File: config.mk
export PLATFORM = sky130hd
export DESIGN_NAME = stai_interp
export DESIGN_NICKNAME = d
export VERILOG_FILES = /design/src/stai_pkg.sv /design/src/stai_interp.sv
export SDC_FILE = /design/constraint.sdc
export NUM_CORES = 2
export LEC_CHECK = 0
export BUFFER_PORTS_ARGS = -buffer_cell sky130_fd_sc_hd__buf_2
export CAP_MARGIN = 20
export CELL_PAD_IN_SITES_DETAIL_PLACEMENT = 1
export CELL_PAD_IN_SITES_GLOBAL_PLACEMENT = 2
export CORE_MARGIN = 2
export CORE_UTILIZATION = 37
export DETAILED_ROUTE_END_ITERATION = 10
export GPL_ROUTABILITY_DRIVEN = 0
export PLACE_DENSITY_LB_ADDON = 0.15
export SLEW_MARGIN = 20
export SYNTH_ARGS = -nofsm -noshare
export SYNTH_HDL_FRONTEND = slang
export SYNTH_SLANG_ARGS = --single-unit
File: constraint.sdc
create_clock -name clk -period 16.2 [get_ports clk]
set_input_delay 0.81 -clock clk [delete_from_list [all_inputs] [get_ports clk]]
set_output_delay 0.81 -clock clk [all_outputs]
set_load 0.05 [all_outputs]
File: src/stai_pkg.sv
// Package for the sample time alignment block: types, codes and constants.
// No dependencies; used by every module in src.
package stai_pkg;

    localparam int TIME_W = 48;
    localparam int STAT_W = 8;
    localparam int VAL_W  = 41;
    localparam int LAT_W  = 40;
    localparam int WBITS  = 24;
    localparam int NVAL   = 6;

    // input word modes
    localparam logic MODE_PUSH = 1'b0;
    localparam logic MODE_SYNC = 1'b1;

    // result codes
    localparam logic [1:0] RES_OK       = 2'd0;
    localparam logic [1:0] RES_NEWER    = 2'd1;
    localparam logic [1:0] RES_SHORT    = 2'd2;
    localparam logic [1:0] RES_GAP      = 2'd3;

    localparam logic [47:0] MAX_GAP_RESET = 48'd2000000;

    typedef enum logic [3:0] {
        ST_IDLE,
        ST_READ,
        ST_CHECK,
        ST_DIV,
        ST_MUL,
        ST_OUT
    } state_t;

    // divider control between sequencer and divider
    typedef struct packed {
        logic             start;
        logic [TIME_W-1:0] num;
        logic [TIME_W-1:0] den;
    } div_req_t;

    typedef struct packed {
        logic             done;
        logic [WBITS:0]   weight;
    } div_rsp_t;

endpackage

File: src/stai_interp.sv
// Shared interpolation unit: one value per cycle, a + round((b - a) * w / 2^24).
// The 42x25 product is split into two registered partial products.
// Depends on stai_pkg.
module stai_interp
    import stai_pkg::*;
(
    input  logic               clk,
    input  logic               rst_n,
    input  logic               in_valid,
    input  logic signed [VAL_W-1:0] a,
    input  logic signed [VAL_W-1:0] b,
    input  logic [WBITS:0]     weight,
    output logic               out_valid,
    output logic signed [VAL_W-1:0] result
);

    localparam int MW  = VAL_W + 1;
    localparam int PHW = MW + 1;
    localparam int PLW = 2 * WBITS + 1;

    logic              neg;
    logic [MW-1:0]     mag;
    logic signed [MW-1:0] diff;

    // stage 1 registers: partial products
    logic [PHW-1:0]          ph_reg;
    logic [PLW-1:0]          pl_reg;
    logic                    neg_reg;
    logic signed [VAL_W-1:0] a_reg;
    logic                    v1_reg;

    // stage 2 combine
    logic [MW-1:0]    q;
    logic [WBITS-1:0] r;
    logic [MW-1:0]    qr;

    assign diff = MW'(b) - MW'(a);
    assign neg  = diff[MW-1];
    assign mag  = neg ? MW'(-diff) : diff;

    always_ff @(posedge clk)
    begin
        ph_reg  <= PHW'(mag[MW-1:WBITS]) * PHW'(weight);
        pl_reg  <= PLW'(mag[WBITS-1:0]) * PLW'(weight);
        neg_reg <= neg;
        a_reg   <= a;
    end

    // valid pipeline
    always_ff @(posedge clk or negedge rst_n)
    begin
        if (!rst_n)
        begin
            v1_reg    <= 1'b0;
            out_valid <= 1'b0;
        end
        else
        begin
            v1_reg    <= in_valid;
            out_valid <= v1_reg;
        end
    end

    always_comb
    begin
        q = MW'(ph_reg) + MW'(pl_reg >> WBITS);
        r = pl_reg[WBITS-1:0];
        qr = q;
        if (neg_reg)
        begin
            if (r > WBITS'(1 << (WBITS-1)))
                qr = q + MW'(1);
        end
        else if (r >= WBITS'(1 << (WBITS-1)))
            qr = q + MW'(1);
    end

    always_ff @(posedge clk)
    begin
        result    <= neg_reg ? VAL_W'(a_reg - $signed(qr[VAL_W-1:0]))
                             : VAL_W'(a_reg + $signed(qr[VAL_W-1:0]));
    end

endmodule

==> metrics.log <==
[metrics] status: completed
[metrics] Async SR Flop Fraction: 1.14%
[metrics] global-route wire length before repair: 234 mm
[metrics] Core Footprint: 0.125 mm²
[metrics] master of the slowest instance on the critical path: nor4_1
[metrics] number of CTS-inserted buffers: 17
[metrics] number of nets in the final layout: 6818
[metrics] total routing resource utilization after global routing: 23.9%
[metrics] Area growth syn-to-layout: 7.53%
[metrics] Crit path buffers/inverters: 11
[metrics] leading post-synthesis cells by instance count: 1080 x inv_1, 874 x fa_1, 840 x nand2_1
[metrics] normalized max-slew margin: 22.7%
[metrics] number of antenna-violating nets in the routed design: 0
[metrics] setup repair after global routing missed its margin: false
[metrics] max reg flops: 49
[metrics] time the final worst path needs with I/O delays and setup: 12.29 ns
[metrics] Startpoint Class: input pin
[metrics] final cell count without fillers: 7111
[metrics] overall die height: 359 µm
[metrics] worst reg2reg endpoint: result[37]$_DFF_P_
[metrics] CTS tree: built
[metrics] final count of pins violating max slew: 0
[metrics] reported max-cap violation count: 0
[metrics] launch point of the worst reg-to-reg path: ph_reg[0]$_DFF_P_
[metrics] post-DR vias/cell: 5.12
[metrics] Layout Skew: 0.0199 ns
[metrics] Post-CTS Setup Repair Bufs: 0
[metrics] type of the worst min-delay path: in2async
[metrics] placed cells: 7075
[metrics] critical path capture point type: flop
[metrics] number of antenna violations at the first check in global routing: 7
[metrics] Clock Tree Root: clkbuf_16
[metrics] type of the setup path with the least slack: in2reg
[metrics] proportion of layout cells with a drive suffix above 1: 6.98%
[metrics] total of buffers placed on input and output ports: 151
[metrics] estimated wirelength of the detail-placed design: 119 mm
[metrics] clock sinks: 175
[metrics] via count of the routed design: 36400
[metrics] post-synthesis instance area: 0.0465 mm²
[metrics] highest achievable clock rate: 81.4 MHz
[metrics] final setup vio count: 0
[metrics] count of flip-flops with a built-in enable after synthesis: 0
[metrics] DRT Wirelength: 149 mm
[metrics] average wire per cell in the routed design: 21.0 µm
[metrics] Synth top area share: 37.6%
[metrics] Die Area: 0.129 mm²
[metrics] commonest register cell after synthesis: dfxtp_1
[metrics] DRC violations left: 0
[metrics] number of core rows: 130
[metrics] fill count: 14800
[metrics] maximum fanout encountered on the critical timing path: 25
[metrics] critical path's most frequent cell: fa_1
[metrics] longest individual stage delay on the worst path: 0.62 ns
[metrics] Iter 0 DRT Violations: 1829
[metrics] Synth area leader: fa_1
[metrics] number of endpoints with negative hold slack in the final report: 0
[metrics] Clock H-tree levels: 4
[metrics] leading cell types by total area after synthesis: fa_1 38%, ha_1 10%, inv_1 8.7%
[metrics] maximum clock insertion buffer count: 2
[metrics] GRT overflow: 0
[metrics] worst path required time: 16.58 ns
[metrics] count of boundary I/O pins: 152
[metrics] R2R cell count: 29
[metrics] Worst R2R Setup Slack: 7.42 ns
[metrics] multi-input gate area in the final layout: 0.0384 mm²
[metrics] cell with the most instances after synthesis: inv_1
[metrics] proportion of synthesized chip area in sequential cells: 7.56%
[metrics] setup total negative slack: 0 ns
[metrics] number of detailed-route iterations in the first pass: 5
[metrics] clock-pin slew on the worst setup and hold paths: 0.07 ns
[metrics] number of nets produced by synthesis: 6804
[metrics] Yosys reg bits: 175
[metrics] largest delay contributor family on the critical path: adder cells
[metrics] mean post-synth cell area: 8.56 µm²
[metrics] post-route fraction of the period consumed by the critical path: 75.8%
[metrics] endpoint arrival time on the critical path: 12.66 ns
[metrics] Die Width: 359 µm
[metrics] clock insertion delay at the later pin of the skew report: 0.52 ns
[metrics] vias in the first global route: 39700
[metrics] pin count of the biggest net entering global routing: 49
[metrics] number of warnings issued by yosys: 0
[metrics] number of gates given a new drive strength after cts: 0
[metrics] cell count after synthesis: 5430
[metrics] Initial Utilization: 37.1%
[metrics] sequential cell area: 0.00351 mm²
[metrics] number of distinct library cells after synthesis: 117
[metrics] hold bufs inserted after CTS: 0
[metrics] slew at the pin closest to its max-slew limit: 1.16 ns
-- placed cells by master, fill, tap and decap left out, types with 41 or more instances in the layout --
| cell | instances |
|---|---|
| dfxtp_1 | 172 |
| nor3_1 | 44 |
| nor2_1 | 152 |
| xor2_1 | 91 |
| inv_1 | 1080 |
| nand4_1 | 42 |
| o21ai_0 | 112 |
| nand2_1 | 840 |
| a21oi_1 | 177 |
| a21o_1 | 94 |
| ha_1 | 390 |
| nor2b_1 | 41 |
| nand3_1 | 56 |
| buf_2 | 151 |
| xnor2_1 | 175 |
| buf_4 | 71 |
| fa_1 | 874 |
| and2_1 | 366 |
-- area by class of cell --
cell class / count / share of cell area [%]
multi-input combinational: 3948 / 76.9
clock buffer: 18 / 0.858
tap: 1650 / 4.13
antenna: 4 / 0.0200
timing repair buffer: 222 / 2.58
sequential: 175 / 7.03
inverter: 1080 / 8.11
clock inverter: 14 / 0.410
-- logic make-up after synthesis --
family / count (synthesis) / share of synthesized area, %
simple gates: 1707 / 17.9
buf+inv: 1307 / 10.7
fa+ha+maj: 1264 / 48.1
compound gates: 656 / 9.51
xor+xnor: 312 / 6.03
flops: 175 / 7.56
mux: 9 / 0.196
-- per-layer routing --
| layer | up-vias | wire [µm] | GRT usage [%] |
|---|---|---|---|
| li1 | 16800 | - | - |
| met1 | 18900 | 70700 | 33.7 |
| met2 | 632 | 70300 | 39.7 |
| met3 | 123 | 5430 | 2.44 |
| met4 | 4 | 2770 | 5.13 |
| met5 | - | 23 | 0 |
-- worst max-delay path by stage --
stage                     start  slack (ns)  depth (start not counted)            endpoint
final                      a[1]        3.91                         46  pl_reg[46]$_DFF_P_
after global routing       a[1]        3.30                         45  pl_reg[47]$_DFF_P_
after CTS                  a[1]        3.96                         47  pl_reg[46]$_DFF_P_
after detailed placement   a[1]        3.45                         47  pl_reg[46]$_DFF_P_
after global placement     a[1]        3.48                         47  pl_reg[46]$_DFF_P_
after floorplan            a[1]        5.29                         46  pl_reg[47]$_DFF_P_
-- metrics by stage --
step	area, µm²	utilization [%]	hold slack, ns	setup slack (ns)
after CTS	50000	39.9	0.0177	3.96
final	50000	39.9	0.0646	3.91
after global routing	50000	39.9	0.0320	3.30
after floorplan	46500	-	0.331	5.29
after detailed placement	49400	39.4	0.349	3.45
after global placement	49400	39.4	0.336	3.48
-- worst reg2reg max path, delay by kind of cell, from the launching register on --
family	cells	cell delay [ns]
flip-flops	1	0.30
XOR/XNOR	4	0.84
adder cells (fa/ha/maj)	3	1.04
AO/OA/AOI/OAI	15	4.37
AND/OR/NAND/NOR	7	2.17
Power is not shown: default switching activity piles up to over one toggle a cycle in this logic, so the estimate is an artifact.
