==> config.mk <==
export PLATFORM = sky130hd
export DESIGN_NAME = stai_div
export DESIGN_NICKNAME = d
export VERILOG_FILES = /design/src/stai_pkg.sv /design/src/stai_div.sv
export SDC_FILE = /design/constraint.sdc
export NUM_CORES = 1
export LEC_CHECK = 0
export ABC_AREA = 1
export BUFFER_PORTS_ARGS = -buffer_cell sky130_fd_sc_hd__buf_4
export CORE_UTILIZATION = 49
export DETAILED_ROUTE_END_ITERATION = 6
export GPL_TIMING_DRIVEN = 0
export PLACE_DENSITY_LB_ADDON = 0.05
export SKIP_CTS_REPAIR_TIMING = 1
export SYNTH_ARGS = -nofsm -noshare
export SYNTH_HDL_FRONTEND = slang
export SYNTH_SLANG_ARGS = --single-unit
==> constraint.sdc <==
create_clock -name clk -period 3.8 [get_ports clk]
set_input_delay 0.76 -clock clk [delete_from_list [all_inputs] [get_ports clk]]
set_output_delay 0.76 -clock clk [all_outputs]
set_load 0.02 [all_outputs]
==> src/stai_pkg.sv <==
// Package for the sample time alignment block: types, codes and constants.
// No dependencies; used by every module in src.
package stai_pkg;

    localparam int TIME_W = 48;
    localparam int STAT_W = 8;
    localparam int VAL_W  = 41;
    localparam int LAT_W  = 40;
    localparam int WBITS  = 24;
    localparam int NVAL   = 6;

    // input word modes
    localparam logic MODE_PUSH = 1'b0;
    localparam logic MODE_SYNC = 1'b1;

    // result codes
    localparam logic [1:0] RES_OK       = 2'd0;
    localparam logic [1:0] RES_NEWER    = 2'd1;
    localparam logic [1:0] RES_SHORT    = 2'd2;
    localparam logic [1:0] RES_GAP      = 2'd3;

    localparam logic [47:0] MAX_GAP_RESET = 48'd2000000;

    typedef enum logic [3:0] {
        ST_IDLE,
        ST_READ,
        ST_CHECK,
        ST_DIV,
        ST_MUL,
        ST_OUT
    } state_t;

    // divider control between sequencer and divider
    typedef struct packed {
        logic             start;
        logic [TIME_W-1:0] num;
        logic [TIME_W-1:0] den;
    } div_req_t;

    typedef struct packed {
        logic             done;
        logic [WBITS:0]   weight;
    } div_rsp_t;

endpackage

==> src/stai_div.sv <==
// Restoring divider: weight = floor(n * 2^24 / d), one quotient bit a cycle.
// Gives 2^24 when n >= d and 0 when d = 0. Depends on stai_pkg.
module stai_div
    import stai_pkg::*;
(
    input  logic     clk,
    input  logic     rst_n,
    input  div_req_t req,
    output div_rsp_t rsp
);

    logic [TIME_W:0]   rem_reg, rem_next;
    logic [TIME_W-1:0] den_reg, den_next;
    logic [WBITS:0]    q_reg, q_next;
    logic [4:0]        cnt_reg, cnt_next;
    logic              busy_reg, busy_next;
    logic              done_reg, done_next;
    logic [TIME_W:0]   shl;

    assign shl = {rem_reg[TIME_W-1:0], 1'b0};

    // one restoring step per cycle
    always_comb
    begin
        rem_next  = rem_reg;
        den_next  = den_reg;
        q_next    = q_reg;
        cnt_next  = cnt_reg;
        busy_next = busy_reg;
        done_next = 1'b0;
        if (req.start)
        begin
            den_next = req.den;
            rem_next = {1'b0, req.num};
            cnt_next = 5'd0;
            if (req.den == '0)
            begin
                q_next = '0;
                done_next = 1'b1;
            end
            else if (req.num >= req.den)
            begin
                q_next = (WBITS+1)'(1) << WBITS;
                done_next = 1'b1;
            end
            else
            begin
                q_next = '0;
                busy_next = 1'b1;
            end
        end
        else if (busy_reg)
        begin
            if (shl >= {1'b0, den_reg})
            begin
                rem_next = shl - {1'b0, den_reg};
                q_next   = {q_reg[WBITS-1:0], 1'b1};
            end
            else
            begin
                rem_next = shl;
                q_next   = {q_reg[WBITS-1:0], 1'b0};
            end
            cnt_next = cnt_reg + 5'd1;
            if (cnt_reg == 5'(WBITS - 1))
            begin
                busy_next = 1'b0;
                done_next = 1'b1;
            end
        end
    end

    always_ff @(posedge clk or negedge rst_n)
    begin
        if (!rst_n)
        begin
            busy_reg <= 1'b0;
            done_reg <= 1'b0;
            cnt_reg  <= '0;
        end
        else
        begin
            busy_reg <= busy_next;
            done_reg <= done_next;
            cnt_reg  <= cnt_next;
        end
    end

    always_ff @(posedge clk)
    begin
        rem_reg <= rem_next;
        den_reg <= den_next;
        q_reg   <= q_next;
    end

    assign rsp.done   = done_reg;
    assign rsp.weight = q_reg;

endmodule

==> results of run 1 <==
-- area by class of cell --
class                   instances  area, um^2
well taps                     285         357
clock buffers                  17         425
multi-input cells            1175        6030
clock inverters                15         164
repair buffers                125         958
flip-flops and latches        128        3810
inverters                     362        1360
fillers                      2207        9390
plain buffers                  26         151
-- through the flow --
stage	TNS [ns]	hold slack, ns
final	0	0.121
after global routing	0	0.117
after CTS	0	0.119
after detailed placement	0	0.551
after global placement	-114.52	0.537
after floorplan	0	0.464
-- cell families (layout without fill, tap and decap cells) --
family                     after synthesis  count (layout)  share of synthesized area
and+or+nand+nor                        975             975                      0.366
xor gates and xnor gates                23              23                     0.0178
AOI/OAI and AO/OA                       79              79                     0.0384
DFF                                    128             128                      0.336
adders and majority gates               98              98                      0.109
buffers and inverters                  388             545                      0.133
-- per-layer routing --
layer  wire length [um]  part of all wire  GRT usage
met5                  0                 0          0
met4                764             0.023     0.0948
met3               2000             0.059     0.0434
met2              15300              0.45      0.480
met1              15900              0.47      0.403
-- report_power, final --
part / switching [mW] / total [mW] / internal (mW)
Clock: 0.810 / 1.75 / 0.938
Sequential: 0.168 / 2.13 / 1.96
Combinational: 3.47 / 5.33 / 1.86
Total: 4.45 / 9.21 / 4.76
-- worst max-delay path, stage by stage --
cell and delay, ns:
buf_4 0.32, inv_2 0.39, buf_1 0.74, nand2_4 0.43, buf_16 0.34
-- cell usage after synthesis --
cell / instances / area, um^2
nand2_1: 652 / 2450
and2_1: 4 / 25.0
nand3_4: 1 / 17.5
nand2_2: 3 / 18.8
buf_6: 2 / 22.5
xor2_1: 2 / 17.5
ha_1: 97 / 1210
a21oi_2: 1 / 8.76
nand2_4: 2 / 22.5
a21o_1: 2 / 15.0
o22ai_1: 1 / 6.26
edfxtp_1: 121 / 3630
nor2_2: 12 / 75.1
clkinv_1: 2 / 7.51
nor3_1: 14 / 70.1
clkbuf_1: 10 / 37.5
nand3_1: 83 / 415
a31oi_1: 1 / 6.26
inv_1: 353 / 1330
a21oi_1: 56 / 280
o21a_1: 3 / 22.5
nand4_1: 20 / 125
a21oi_4: 1 / 16.3
and3_1: 4 / 25.0
buf_1: 9 / 33.8
nand3b_1: 37 / 278
xnor2_1: 21 / 184
o21bai_1: 4 / 30.0
fa_1: 1 / 20.0
o21ai_0: 10 / 50.1
buf_4: 1 / 7.51
buf_2: 2 / 10.0
nor4_1: 5 / 31.3
nor2_1: 125 / 469
buf_12: 2 / 40.0
nand3_2: 10 / 100
inv_2: 7 / 26.3
nor2_4: 2 / 22.5
dfrtp_1: 7 / 175
or2_2: 1 / 6.26
-- cell usage in the layout (no fill, tap or decap), types with 12 or more instances in the layout --
cell type  netlist  final
buf_4            1    125
edfxtp_1       121    121
nand3b_1        37     37
nor2_1         125    125
nor2_2          12     12
ha_1            97     97
nand3_1         83     83
nand2_1        652    651
inv_1          353    353
nand4_1         20     20
clkbuf_16        0     17
nor3_1          14     14
xnor2_1         21     21
a21oi_1         56     56
-- worst paths after layout --
path,from,to,slack [ns],cells past startpoint
min in group clk,req[12],den_reg[12]$_DFFE_PP_,0.49,1
min,rst_n,cnt_reg[0]$_DFFE_PN0P_,0.12,1
max,req[96],rem_reg[39]$_DFFE_PP_,0.86,5
max in group asynchronous,rst_n,cnt_reg[1]$_DFFE_PN0P_,3.56,1
max reg2reg,rem_reg[23]$_DFFE_PP_,rem_reg[23]$_DFFE_PP_,0.92,12
min reg2reg,q_reg[21]$_SDFFCE_PP0P_,q_reg[22]$_SDFFCE_PP0P_,0.56,2
==> flow_summary.json, run 1 <==
{
  "grt_overflow": 0,
  "dieArea_um2": 23800,
  "avgSynthCellArea_um2": 6.71,
  "grt_max_degree": 53,
  "min_period_ns": 2.94,
  "p_leak_nw": 7.28,
  "ys_seq_elements": 128,
  "powerDensity_nw_per_um2": 695,
  "worst_pin_slew_ns": 1.07,
  "dp_hpwl_mm": 27.6,
  "syn_area_um2": 11300,
  "rsz0062_at_grt": "false",
  "stdcell_count": 2133,
  "n_antenna_cell": 0,
  "core_area_um2": 22600,
  "start_kind": "primary input",
  "nets": 2032,
  "end_kind": "flop",
  "io_pins": 125,
  "synth_warnings": 0,
  "cts_buffers": 17,
  "critPathMaxFanout": 52,
  "criticalPathCategory": "in2reg",
  "setup_viol": 0,
  "wirelength_mm": 33.9,
  "clockRootBuffer": "clkbuf_16",
  "status": "completed",
  "drt_pass1_iterations": 6,
  "ir_drop_mv": 0.299,
  "clk_latency_ns": 0.45,
  "total_power_mw": 9.21,
  "grt_pass1_wl_mm": 53.2,
  "die_w_um": 154,
  "relSlewSlack": 0.283,
  "syn_to_final_growth_pct": 16.9,
  "chipHeight_um": 154,
  "place_congestion": 0.946,
  "antenna_found_initial": 0,
  "cts.sinks": 128,
  "htree_levels": 4,
  "vias_per_cell": 5.00,
  "detailed_place.area_um2": 12700,
  "vias": 10700,
  "layout-drive-gt1-share": 0.111,
  "antenna_left": 0,
  "final-max-slew-violation-count": 0,
  "cap_violations": 0,
  "track_usage": 0.295,
  "crit_arrival_ns": 3.09,
  "drt-initial-drc-count": 743,
  "worstPathRequired_ns": 3.95,
  "syn_nets": 1888,
  "min_period_over_period": 0.773,
  "grt_pass1_vias": 10200,
  "drc": 0,
  "tritoncts": "yes",
  "fmax_ghz": 0.340,
  "wire_per_inst_um": 15.9,
  "std_cell_rows": 55,
  "io_buffers": 124,
  "hold_viol_final": 0,
  "initial_core_util": 0.501,
  "synth_cell_types": 40,
  "clock_skew_ns": 0.0262,
  "seq_area_frac_synth": 0.336,
  "final_area_um2": 13300,
  "dp_worst_setup_slack_ns": 0.419,
  "postLayoutCoreUtil": 0.585,
  "clock_path_buffers": 2,
  "synth_cells": 1691,
  "dpl.cell_count": 2101,
  "min_path_type": "in2async",
  "fin_ws_ns": 0.862,
  "path_clk_slew_ns": 0.07
}
Note: power is estimated with default switching activity, not from simulation.
==> run 2, diff against run 1 <==
==> constraint.sdc (replaced) <==
create_clock -name clk -period 2.89 [get_ports clk]
set_input_delay 0.578 -clock clk [delete_from_list [all_inputs] [get_ports clk]]
set_output_delay 0.578 -clock clk [all_outputs]
set_load 0.02 [all_outputs]
==> run 2 against run 1 <==
- worst setup slack got worse by 0.68 ns
- combinational power increased by 31%
- power increased by 31%
- register-to-register slack got worse by 0.73 ns
==> flow_summary.json, run 2 (synthesized netlist as in run 1, its figures left out) <==
{
  "powerDensity_nw_per_um2": 908,
  "status": "completed",
  "clock_path_buffers": 2,
  "final_common_cell": "nand2_1",
  "relSlewSlack": 0.384,
  "r2r-start": "rem_reg[32]$_DFFE_PP_",
  "critPathMaxFanout": 52,
  "cap_violations": 0,
  "drt_pass1_iterations": 5,
  "clk_latency_ns": 0.44,
  "worst_pin_slew_ns": 0.925,
  "hold_viol_final": 0,
  "place_congestion": 0.967,
  "start_kind": "primary input",
  "stdcell_count": 2134,
  "min_period_over_period": 0.938,
  "wirelength_mm": 33.1,
  "p_leak_nw": 7.31,
  "min_period_ns": 2.71,
  "vias_per_cell": 4.95,
  "grt_overflow": 0,
  "dp_hpwl_mm": 27.1,
  "dpl.cell_count": 2101,
  "track_usage": 0.290,
  "antenna_left": 0,
  "grt_pass1_wl_mm": 52.4,
  "chipHeight_um": 154,
  "cts.sinks": 128,
  "fmax_ghz": 0.369,
  "cts_buffers": 17,
  "worstPathRequired_ns": 3.04,
  "ir_drop_mv": 0.401,
  "tritoncts": "yes",
  "io_pins": 125,
  "path_clk_slew_ns": 0.08,
  "layout-drive-gt1-share": 0.114,
  "rsz0062_at_grt": "false",
  "final_area_um2": 13300,
  "layout_common_cells": "nand2_1 (651), inv_1 (353), nor2_1 (125), buf_4 (125), edfxtp_1 (121)",
  "min_path_type": "in2reg",
  "initial_core_util": 0.501,
  "syn_to_final_growth_pct": 17.0,
  "clockRootBuffer": "clkbuf_16",
  "setup_viol": 0,
  "detailed_place.area_um2": 12700,
  "hp-start": "req[12]",
  "nets": 2032,
  "vias": 10600,
  "wire_per_inst_um": 15.5,
  "crit_arrival_ns": 2.86,
  "end_kind": "flop",
  "antenna_found_initial": 0,
  "drt-initial-drc-count": 671,
  "criticalPathCategory": "in2reg",
  "grt_pass1_vias": 10100,
  "drc": 0,
  "htree_levels": 4,
  "clock_skew_ns": 0.0198,
  "grt_max_degree": 53,
  "finalSetupTns_ns": 0,
  "core_area_um2": 22600,
  "io_buffers": 124,
  "crit_start": "req[96]",
  "dieArea_um2": 23800,
  "std_cell_rows": 55,
  "die_w_um": 154,
  "final-max-slew-violation-count": 0
}
-- run 2: cell type report --
| type | count | area, um^2 |
|---|---|---|
| fillers | 2248 | 9370 |
| multi-input cells | 1175 | 6030 |
| flip-flops and latches | 128 | 3810 |
| inverters | 362 | 1360 |
| repair buffers | 126 | 968 |
| clock buffers | 17 | 425 |
| well taps | 285 | 357 |
| clock inverters | 15 | 168 |
| plain buffers | 25 | 154 |
| diodes | 1 | 2.50 |
-- run 2: power breakdown --
part,leakage [nW],internal [mW],switching [mW]
clock,0.286,1.23,1.03
sequential,1.38,2.58,0.220
combinational,5.64,2.46,4.54
-- run 2: routing by layer --
layer / up-vias / routed length, um / track usage
met5: - / 0 / 0
met2: 276 / 14600 / 0.464
met3: 40 / 1790 / 0.0389
met1: 4728 / 15900 / 0.404
met4: 0 / 757 / 0.0933
li1: 5525 / - / -
-- run 2: worst paths after layout --
kind	endpoint	slack, ns	cells past startpoint
setup reg to reg	rem_reg[42]$_DFFE_PP_	0.19	14
setup / recovery	rem_reg[39]$_DFFE_PP_	0.18	5
hold / removal	den_reg[12]$_DFFE_PP_	0.32	1
hold reg to reg	q_reg[8]$_SDFFCE_PP0P_	0.56	2
max in group asynchronous	cnt_reg[1]$_DFFE_PN0P_	2.28	2
min in group asynchronous	cnt_reg[2]$_DFFE_PN0P_	0.49	2
-- run 2: through the flow --
stage | worst slack, ns | power [mW] | hold WS [ns] | utilization
detailed placement | -0.304 | 9.70 | 0.395 | 0.559
global placement | -1.17 | 9.64 | 0.392 | 0.558
CTS | 0.0937 | 12.0 | -0.0704 | 0.585
floorplan | 0.613 | 7.82 | 0.282 | -
global route | 0.0273 | 13.1 | 0.308 | 0.586
finish | 0.180 | 12.1 | 0.318 | 0.586
-- run 2: worst max-delay path, stage by stage --
cell and delay [ns]:
buf_4 0.33, inv_2 0.39, buf_1 0.72, nand2_4 0.42
buf_16 0.34
